## src/design/dc2c_pkg.sv

```systemverilog
// Shared constants, tables, payload types and divisor helpers for the day-count calendar block.
package dc2c_pkg;

  localparam int DAY_COUNT_BITS_DEF = 16;

  // Field widths
  localparam int MS_BITS    = 27;
  localparam int YEAR_BITS  = 12;
  localparam int DOY_BITS   = 9;
  localparam int MONTH_BITS = 4;
  localparam int DOM_BITS   = 5;
  localparam int HOUR_BITS  = 5;
  localparam int MIN_BITS   = 6;
  localparam int SEC_BITS   = 6;
  localparam int MSEC_BITS  = 10;

  // Time of day
  localparam logic [MS_BITS-1:0] MS_DAY_MAX = 27'd86399999;
  localparam int MS_PER_HOUR = 1000 * 60 * 60;
  localparam int MS_PER_MIN  = 1000 * 60;
  localparam int MS_PER_SEC  = 1000;
  localparam int HOUR_STEPS  = HOUR_BITS;
  localparam int MIN_STEPS   = MIN_BITS;
  localparam int SEC_STEPS   = SEC_BITS;
  localparam int TIME_STEPS  = HOUR_STEPS + MIN_STEPS + SEC_STEPS;

  // Register stages from input transfer to output register
  localparam int PIPE_DEPTH = TIME_STEPS + 1;

  // Calendar: day numbers are rebased onto 1601-01-01, start of a 400-year cycle
  localparam int EPOCH_OFFSET    = 130391;
  localparam int BASE_YEAR_CYCLE = 1601;
  localparam int DAYS_400        = 146097;
  localparam int DAYS_100        = 36524;
  localparam int DAYS_4          = 1461;
  localparam int DAYS_1          = 365;
  localparam int YEARS_400       = 400;
  localparam int YEARS_100       = 100;
  localparam int LAST_QUAD       = 24;  // index of the 4-year group that ends a century
  localparam int LAST_YEAR       = 3;   // index of the year that ends a group or cycle
  localparam int MONTHS          = 12;

  localparam logic [DOY_BITS-1:0] CUM_COMMON [13] =
    '{9'd0, 9'd31, 9'd59, 9'd90, 9'd120, 9'd151, 9'd181,
      9'd212, 9'd243, 9'd273, 9'd304, 9'd334, 9'd365};
  localparam logic [DOY_BITS-1:0] CUM_LEAP [13] =
    '{9'd0, 9'd31, 9'd60, 9'd91, 9'd121, 9'd152, 9'd183,
      9'd213, 9'd244, 9'd274, 9'd305, 9'd335, 9'd366};

  typedef struct packed {
    logic [YEAR_BITS-1:0]  year;
    logic [DOY_BITS-1:0]   day_of_year;
    logic [MONTH_BITS-1:0] month;
    logic [DOM_BITS-1:0]   day_of_month;
  } date_t;

  typedef struct packed {
    logic [HOUR_BITS-1:0] hour;
    logic [MIN_BITS-1:0]  minute;
    logic [SEC_BITS-1:0]  second;
    logic [MSEC_BITS-1:0] millisecond;
  } tod_t;

  // Days in the first m months, i.e. before the first day of month m+1 (m = 0..12)
  function automatic logic [DOY_BITS-1:0] cum_days(input logic leap,
                                                   input logic [MONTH_BITS-1:0] m);
    logic [DOY_BITS-1:0] v;
    v = '0;
    if (m <= MONTH_BITS'(MONTHS)) begin
      v = leap ? CUM_LEAP[m] : CUM_COMMON[m];
    end
    return v;
  endfunction

  // Divisor of time step k: hours, then minutes, then seconds, MSB first
  function automatic logic [MS_BITS-1:0] time_divisor(input int k);
    int d;
    if (k < HOUR_STEPS) begin
      d = MS_PER_HOUR << (HOUR_STEPS - 1 - k);
    end else if (k < HOUR_STEPS + MIN_STEPS) begin
      d = MS_PER_MIN << (HOUR_STEPS + MIN_STEPS - 1 - k);
    end else begin
      d = MS_PER_SEC << (TIME_STEPS - 1 - k);
    end
    return MS_BITS'(d);
  endfunction

  // Divisor of date step j: 400-year cycles, centuries, 4-year groups, years
  function automatic int date_divisor(input int j, input int q400);
    int d;
    if (j < q400) begin
      d = DAYS_400 << (q400 - 1 - j);
    end else if (j < q400 + 2) begin
      d = DAYS_100 << (q400 + 1 - j);
    end else if (j < q400 + 7) begin
      d = DAYS_4 << (q400 + 6 - j);
    end else begin
      d = DAYS_1 << (q400 + 8 - j);
    end
    return d;
  endfunction

endpackage

```

## src/design/dc2c_date_pipe.sv

```systemverilog
// Date pipeline: day count to year, day of year, month and day of month.
module dc2c_date_pipe #(
  parameter int DAY_COUNT_BITS = dc2c_pkg::DAY_COUNT_BITS_DEF
) (
  input  logic                      clk,
  input  logic                      en,
  input  logic [DAY_COUNT_BITS-1:0] day_count,
  output dc2c_pkg::date_t           date
);

  localparam int DMAX  = (1 << DAY_COUNT_BITS) - 1 + dc2c_pkg::EPOCH_OFFSET;
  localparam int DW    = $clog2(DMAX + 1);
  localparam int Q400  = $clog2(DMAX / dc2c_pkg::DAYS_400 + 1);
  localparam int NS    = Q400 + 9;
  localparam int EXTRA = dc2c_pkg::PIPE_DEPTH - (NS + 3);
  localparam int YB    = dc2c_pkg::YEAR_BITS;
  localparam int DB    = dc2c_pkg::DOY_BITS;
  localparam int MB    = dc2c_pkg::MONTH_BITS;

  logic [DW-1:0] rem [NS+1];
  logic [NS-1:0] quo [NS+1];

  // rebase onto the 400-year cycle
  always_ff @(posedge clk) begin
    if (en) begin
      rem[0] <= DW'(day_count) + DW'(dc2c_pkg::EPOCH_OFFSET);
      quo[0] <= '0;
    end
  end

  // one restoring compare-subtract per stage
  for (genvar j = 0; j < NS; j++) begin : g_step
    localparam logic [DW-1:0] DIV = DW'(dc2c_pkg::date_divisor(j, Q400));
    logic ge;
    assign ge = (rem[j] >= DIV);
    always_ff @(posedge clk) begin
      if (en) begin
        rem[j+1] <= ge ? (rem[j] - DIV) : rem[j];
        quo[j+1] <= quo[j] | (NS'(ge) << (NS - 1 - j));
      end
    end
  end

  logic [Q400-1:0] n400;
  logic [1:0]      n100;
  logic [4:0]      n4;
  logic [1:0]      n1;
  logic [DB-1:0]   rem_d;
  logic            leap;
  logic [YB-1:0]   year_c;
  logic [MB-1:0]   month_c;

  assign n400  = quo[NS][NS-1:9];
  assign n100  = quo[NS][8:7];
  assign n4    = quo[NS][6:2];
  assign n1    = quo[NS][1:0];
  assign rem_d = rem[NS][DB-1:0];
  assign leap  = (n1 == 2'(dc2c_pkg::LAST_YEAR)) &&
                 ((n4 != 5'(dc2c_pkg::LAST_QUAD)) || (n100 == 2'(dc2c_pkg::LAST_YEAR)));
  // year kept modulo 2^12, as the field is
  assign year_c = YB'(dc2c_pkg::BASE_YEAR_CYCLE)
                + YB'(n400) * YB'(dc2c_pkg::YEARS_400)
                + YB'(n100) * YB'(dc2c_pkg::YEARS_100)
                + YB'({n4, 2'b00})
                + YB'(n1);

  always_comb begin
    month_c = MB'(dc2c_pkg::MONTHS);
    for (int m = dc2c_pkg::MONTHS; m >= 1; m--) begin
      if (rem_d < dc2c_pkg::cum_days(leap, MB'(m))) begin
        month_c = MB'(m);
      end
    end
  end

  logic [YB-1:0] year_r;
  logic [DB-1:0] doy_r;
  logic [MB-1:0] month_r;
  logic          leap_r;

  always_ff @(posedge clk) begin
    if (en) begin
      year_r  <= year_c;
      doy_r   <= rem_d + DB'(1);
      month_r <= month_c;
      leap_r  <= leap;
    end
  end

  logic [DB-1:0]   dom_full;
  dc2c_pkg::date_t dly [EXTRA+1];

  assign dom_full = doy_r - dc2c_pkg::cum_days(leap_r, month_r - MB'(1));

  always_ff @(posedge clk) begin
    if (en) begin
      dly[0].year         <= year_r;
      dly[0].day_of_year  <= doy_r;
      dly[0].month        <= month_r;
      dly[0].day_of_month <= dom_full[dc2c_pkg::DOM_BITS-1:0];
    end
  end

  // align with the time-of-day pipeline
  for (genvar k = 1; k <= EXTRA; k++) begin : g_pad
    always_ff @(posedge clk) begin
      if (en) begin
        dly[k] <= dly[k-1];
      end
    end
  end

  assign date = dly[EXTRA];

endmodule

```

## src/design/dc2c_tod_pipe.sv

```systemverilog
// Time-of-day pipeline: milliseconds of day to hour, minute, second and millisecond.
module dc2c_tod_pipe (
  input  logic                          clk,
  input  logic                          en,
  input  logic [dc2c_pkg::MS_BITS-1:0]  ms_of_day,
  output dc2c_pkg::tod_t                tod
);

  localparam int NS = dc2c_pkg::TIME_STEPS;
  localparam int W  = dc2c_pkg::MS_BITS;

  logic [W-1:0]  rem [NS+1];
  logic [NS-1:0] quo [NS+1];

  always_ff @(posedge clk) begin
    if (en) begin
      rem[0] <= (ms_of_day > dc2c_pkg::MS_DAY_MAX) ? dc2c_pkg::MS_DAY_MAX : ms_of_day;
      quo[0] <= '0;
    end
  end

  for (genvar k = 0; k < NS; k++) begin : g_step
    localparam logic [W-1:0] DIV = dc2c_pkg::time_divisor(k);
    logic ge;
    assign ge = (rem[k] >= DIV);
    always_ff @(posedge clk) begin
      if (en) begin
        rem[k+1] <= ge ? (rem[k] - DIV) : rem[k];
        quo[k+1] <= quo[k] | (NS'(ge) << (NS - 1 - k));
      end
    end
  end

  assign tod.hour        = quo[NS][NS-1 -: dc2c_pkg::HOUR_BITS];
  assign tod.minute      = quo[NS][dc2c_pkg::MIN_STEPS + dc2c_pkg::SEC_STEPS - 1 -:
                                   dc2c_pkg::MIN_BITS];
  assign tod.second      = quo[NS][dc2c_pkg::SEC_BITS-1:0];
  assign tod.millisecond = rem[NS][dc2c_pkg::MSEC_BITS-1:0];

endmodule

```

## src/design/day_count_to_calendar.sv

```systemverilog
// Top level: day count and millisecond of day to Gregorian date and time of day.
//
// Usage:
//   Input channel (in_valid / in_stall, payload day_count, ms_of_day) takes one
//   timestamp per transfer; output channel (out_valid / out_stall) returns one
//   calendar result per input, in order. Items are independent.
//   Throughput: one item per cycle while out_stall does not hold the pipe.
//   The depth is set by the time-of-day split, 17 restoring compare-subtract
//   steps (5 hour, 6 minute, 6 second bits), one per register stage after the
//   saturation stage; the date path (400/100/4/1 year decomposition plus month
//   lookup) runs alongside and is padded to match.
//   A millisecond value past the end of the day saturates to 23:59:59.999.
//   Stall: when out_stall is high with a result waiting, the whole pipeline
//   holds and in_stall goes high in the same cycle; nothing is dropped.
//   Reset (rst, synchronous) clears only the stage valid bits; the pipe comes
//   out empty and accepts input on the next cycle.
module day_count_to_calendar #(
  parameter int DAY_COUNT_BITS = dc2c_pkg::DAY_COUNT_BITS_DEF
) (
  input  logic                             clk,
  input  logic                             rst,
  input  logic                             in_valid,
  output logic                             in_stall,
  input  logic [DAY_COUNT_BITS-1:0]        day_count,
  input  logic [dc2c_pkg::MS_BITS-1:0]     ms_of_day,
  output logic                             out_valid,
  input  logic                             out_stall,
  output logic [dc2c_pkg::YEAR_BITS-1:0]   year,
  output logic [dc2c_pkg::DOY_BITS-1:0]    day_of_year,
  output logic [dc2c_pkg::MONTH_BITS-1:0]  month,
  output logic [dc2c_pkg::DOM_BITS-1:0]    day_of_month,
  output logic [dc2c_pkg::HOUR_BITS-1:0]   hour,
  output logic [dc2c_pkg::MIN_BITS-1:0]    minute,
  output logic [dc2c_pkg::SEC_BITS-1:0]    second,
  output logic [dc2c_pkg::MSEC_BITS-1:0]   millisecond
);

  localparam int DEPTH = dc2c_pkg::PIPE_DEPTH;

  logic [DEPTH-1:0] vld;
  logic             en;
  dc2c_pkg::date_t  date;
  dc2c_pkg::tod_t   tod;

  // whole pipe advances unless the finished result is held by the receiver
  assign en       = !vld[DEPTH-1] || !out_stall;
  assign in_stall = !en;

  always_ff @(posedge clk) begin
    if (rst) begin
      vld <= '0;
    end else if (en) begin
      vld <= {vld[DEPTH-2:0], in_valid};
    end
  end

  dc2c_date_pipe #(
    .DAY_COUNT_BITS(DAY_COUNT_BITS)
  ) u_date (
    .clk      (clk),
    .en       (en),
    .day_count(day_count),
    .date     (date)
  );

  dc2c_tod_pipe u_tod (
    .clk      (clk),
    .en       (en),
    .ms_of_day(ms_of_day),
    .tod      (tod)
  );

  assign out_valid    = vld[DEPTH-1];
  assign year         = date.year;
  assign day_of_year  = date.day_of_year;
  assign month        = date.month;
  assign day_of_month = date.day_of_month;
  assign hour         = tod.hour;
  assign minute       = tod.minute;
  assign second       = tod.second;
  assign millisecond  = tod.millisecond;

  a_date_range: assert property (@(posedge clk) disable iff (rst)
    out_valid |-> (month >= 4'd1 && month <= 4'd12 && day_of_month >= 5'd1 &&
                   day_of_year >= 9'd1 && day_of_year <= 9'd366))
    else $error("calendar field out of range");

  a_tod_range: assert property (@(posedge clk) disable iff (rst)
    out_valid |-> (hour <= 5'd23 && minute <= 6'd59 && second <= 6'd59 &&
                   millisecond <= 10'd999))
    else $error("time-of-day field out of range");

  a_doy_vs_dom: assert property (@(posedge clk) disable iff (rst)
    out_valid |-> (day_of_year >= 9'(day_of_month)))
    else $error("day of month exceeds day of year");

  a_last_leap_day: assert property (@(posedge clk) disable iff (rst)
    (out_valid && day_of_year == 9'd366) |-> (month == 4'd12 && day_of_month == 5'd31))
    else $error("day 366 is not December 31");

endmodule

```

## config.mk

```make
export PLATFORM = sky130hd
export DESIGN_NAME = day_count_to_calendar
export DESIGN_NICKNAME = d
export VERILOG_FILES = /design/src/design/dc2c_pkg.sv /design/src/design/dc2c_date_pipe.sv /design/src/design/dc2c_tod_pipe.sv /design/src/design/day_count_to_calendar.sv
export SDC_FILE = /design/constraint.sdc
export NUM_CORES = 2
export LEC_CHECK = 0
export BUFFER_PORTS_ARGS = -buffer_cell sky130_fd_sc_hd__buf_2
export CAP_MARGIN = 20
export CORE_MARGIN = 1
export CORE_UTILIZATION = 62
export CTS_CLUSTER_SIZE = 28
export DETAILED_ROUTE_END_ITERATION = 7
export GPL_TIMING_DRIVEN = 0
export PLACE_DENSITY_LB_ADDON = 0.3
export SYNTH_ARGS = -nofsm -noshare
export SYNTH_HDL_FRONTEND = slang
export SYNTH_SLANG_ARGS = --single-unit
```

## constraint.sdc

```tcl
create_clock -name clk -period 42.6 [get_ports clk]
set_clock_uncertainty 0.2 [all_clocks]
set_input_delay 4.26 -clock clk [delete_from_list [all_inputs] [get_ports clk]]
set_output_delay 4.26 -clock clk [all_outputs]
set_load 0.05 [all_outputs]
```

==> metrics.md <==
| Metric | Value |
|---|---|
| Final setup viols | 0 |
| Synthesized area | 46370 µm² |
| Fmax | 100.6 MHz |
| Crit-path cells | buf_2 > nand2_1 > clkinv_1 > clkbuf_1 > buf_2 |
| Vias per std cell | 5.759 |
| Yosys cell types | 86 |
| Initial antenna violation count | 0 |
| Most frequent cell on the critical path | buf_2 |
| Number of global-route vias before repair | 26351 |
| Final hold vios | 0 |
| Root Driver | clkbuf_16 |
| Pwr dens | 72.28 nW/µm² |
| HPWL after DPL | 53460 µm |
| DRC violations left | 0 |
| Dominant cells by area after synthesis | edfxtp_1, xnor2_1, xor2_1 |
| Psw | 0.001146 W |
| Crit path max-delay cell type | clkinv_1 |
| CP Class | in2out |
| Avg Cell Area, Syn | 14.24 µm² |
| Syn nets | 3384 |
| Setup Total Neg Slack | 0 ps |
| Min Tclk post-route | 9941 ps |
| Period Utilization, post-route | 23.33% |
| Final slew viol count | 0 |
| Leak | 18.84 nW |
| Crit Path Max Fanout | 10 |
| Die width | 275.5 µm |
| Synth warn | 0 |
| Critical path capture point type | output port |
| Startpoint Class | input port |
| Hold Path Class | reg2reg |
| Final Instance Area | 51880 µm² |
| Largest net degree at the start of global routing | 80 |
| Starting Density | 63.13% |
| Outcome | finished, final reports clean |
| Synth Instances | 3257 |
| TritonCTS Buffers | 105 |
| Worst-Margin Slew | 920.2 ps |
| Clock network fraction of design power | 23.8% |
| Core Rows | 99 |
| Worst vdd ir | 0.03995 mV |
| First-pass DRT Iterations | 5 |
| Die area | 75880 µm² |
| CTS tree | done |
| GPL Wtd Cong | 0.9056 |
| Htree depth | 3 |
| Switching share of total power | 30.55% |
| Post-Layout Cell Count | 4533 |
| Cell-internal power | 0.002604 W |
| Hold_buf cts | 0 |
| RSZ-0062 raised after global routing | no |
| Io pins | 106 |
| Post-CTS sizing | 0 |
| Die Y-Extent | 275.5 µm |
| Worst EP required | 38140 ps |
| Longest Clk Path Bufs | 3 |
| Synth Register Bits | 1090 |
| Ys flop type | edfxtp_1 |
| DRT iter0 DRCs | 1647 |
| Core ar. | 73450 µm² |
| Buf+Inv Stages, Crit Path | 4 |
| Commonest non-fill, non-tap cell in the layout | edfxtp_1 |
| Area grow syn2layout | 11.88% |
| Antenna Nets Post-Route | 0 |
| DP Area | 48530 µm² |
| Post-synth ARST share | 0% |
| WHS | 205.6 ps |
| Comb power frac | 23.7% |
| GRT Overall Usage | 20.47% |
| Normalized max-slew margin | 38.37% |
| Via count | 26106 |
| Share of cells above drive strength 1 | 9.569% |
| Post-CTS setup buffer count | 0 |
| Largest area contributor in the netlist | edfxtp_1 |
| Top cell type's share of synthesized area | 69.42% |
| Diodes inserted | 0 |
| Clock latency on the worst-skew pair | 660 ps |
| Drt wl/cell | 16.84 µm |
| Largest stage delay, worst path | 320 ps |
| Layout net count | 3612 |
| Share of total power in sequential cells | 52.5% |
| IO Port Bufs | 104 |
| Most frequent cells in the layout | edfxtp_1, nor2_1, xnor2_1 |
| Delay-heaviest family, CP | buffers and inverters |
| Global route overflow | 0 |
| WP data arrival | 5480 ps |
| Post-synth EDFFs | 1072 |
| Routed WL | 76350 µm |
| Max Cap Violations | 0 |
| CTS Sinks | 1090 |
| Dpl cells | 4336 |
| Sequential share of the synthesized area | 70.20% |
| Clock transition at path regs | 60 ps |
| First-pass GRT wire length | 125400 µm |
| Pwr Total | 0.003750 W |
worst paths after layout:
kind                                        start                end  slack (ps)  cells past startpoint
worst max-delay path                    out_stall           in_stall       32660                      5
worst min-delay path            u_date.dly[0][20]  u_date.dly[1][20]         210                      0
worst max register to register  u_date.month_r[0]   u_date.dly[0][4]       38780                     16
worst min register to register  u_date.dly[0][20]  u_date.dly[1][20]         210                      0
metal layers:
metal  vias to the layer above  track usage (%)  wire length (µm)
met5                         -                0                 0
met4                         0            9.421              2781
met3                       205            2.923              2689
met2                       595            39.65             42670
met1                     12592            21.67             28210
li1                      12714                -                 -
cells by family (layout without fill, tap and decap cells):
group           count (synthesis)  in the layout  share of synthesized area [%]
xor+xnor                      414            414                          7.820
fa+ha+maj                      80             80                          2.191
flops                        1090           1090                          70.20
buf+inv                       165            482                          1.360
compound gates                451            451                          6.244
mux                            24             24                         0.5613
simple gates                 1033           1033                          11.62
final cells by class:
class / count / area (µm²)
timing repair buffer: 121 / 958.4
inverter: 121 / 456.7
clock inverter: 62 / 568.0
fill: 4737 / 21580
buffer: 44 / 177.7
sequential: 1090 / 32550
multi-input combinational: 2002 / 13190
tap: 959 / 1200
clock buffer: 134 / 2779
registers in the layout, summed over array words and instances (netlist names), 9 cells and up:
signal,flops
u_date.dly,180
u_date.doy_r,9
u_date.quo,55
u_date.rem,189
u_date.year_r,12
u_tod.quo,153
u_tod.rem,469
vld,18
Yosys cell counts, types with 20 or more instances:
library cell and count:
edfxtp_1 1072, nor2_1 238, xnor2_1 225, nand2_1 224, xor2_1 189, a21oi_1 120, o21ai_0 116, inv_1 113
nor3_1 97, ha_1 78, nand3_1 73, nor4_1 64, nand2b_1 43, or3_1 34, nand4_1 33, clkbuf_1 32
nor2b_1 31, or4_1 29, or2_2 27, and3_1 26, a211oi_1 24, a31oi_1 23, o211ai_1 23, a21o_1 22
nor4b_1 21, and2_1 20
stage by stage:
stage / setup slack [ps] / util [%]
global placement: -1080 / 65.47
CTS: 32670 / 70.62
finish: 32660 / 70.63
detailed placement: 32670 / 66.06
floorplan: 7114 / -
global route: 32540 / 70.63
power by group through the flow:
| stage | logic (W) | registers [W] | clock network (W) |
|---|---|---|---|
| after floorplan | 0.000650 | 0.00196 | 0 |
| after global placement | 0.000846 | 0.00196 | 0 |
| after detailed placement | 0.000884 | 0.00198 | 0 |
| after CTS | 0.000891 | 0.00196 | 0.000913 |
| after global routing | 0.000987 | 0.00201 | 0.000957 |
| final | 0.000887 | 0.00197 | 0.000894 |
(Power assumes the default switching activity.)
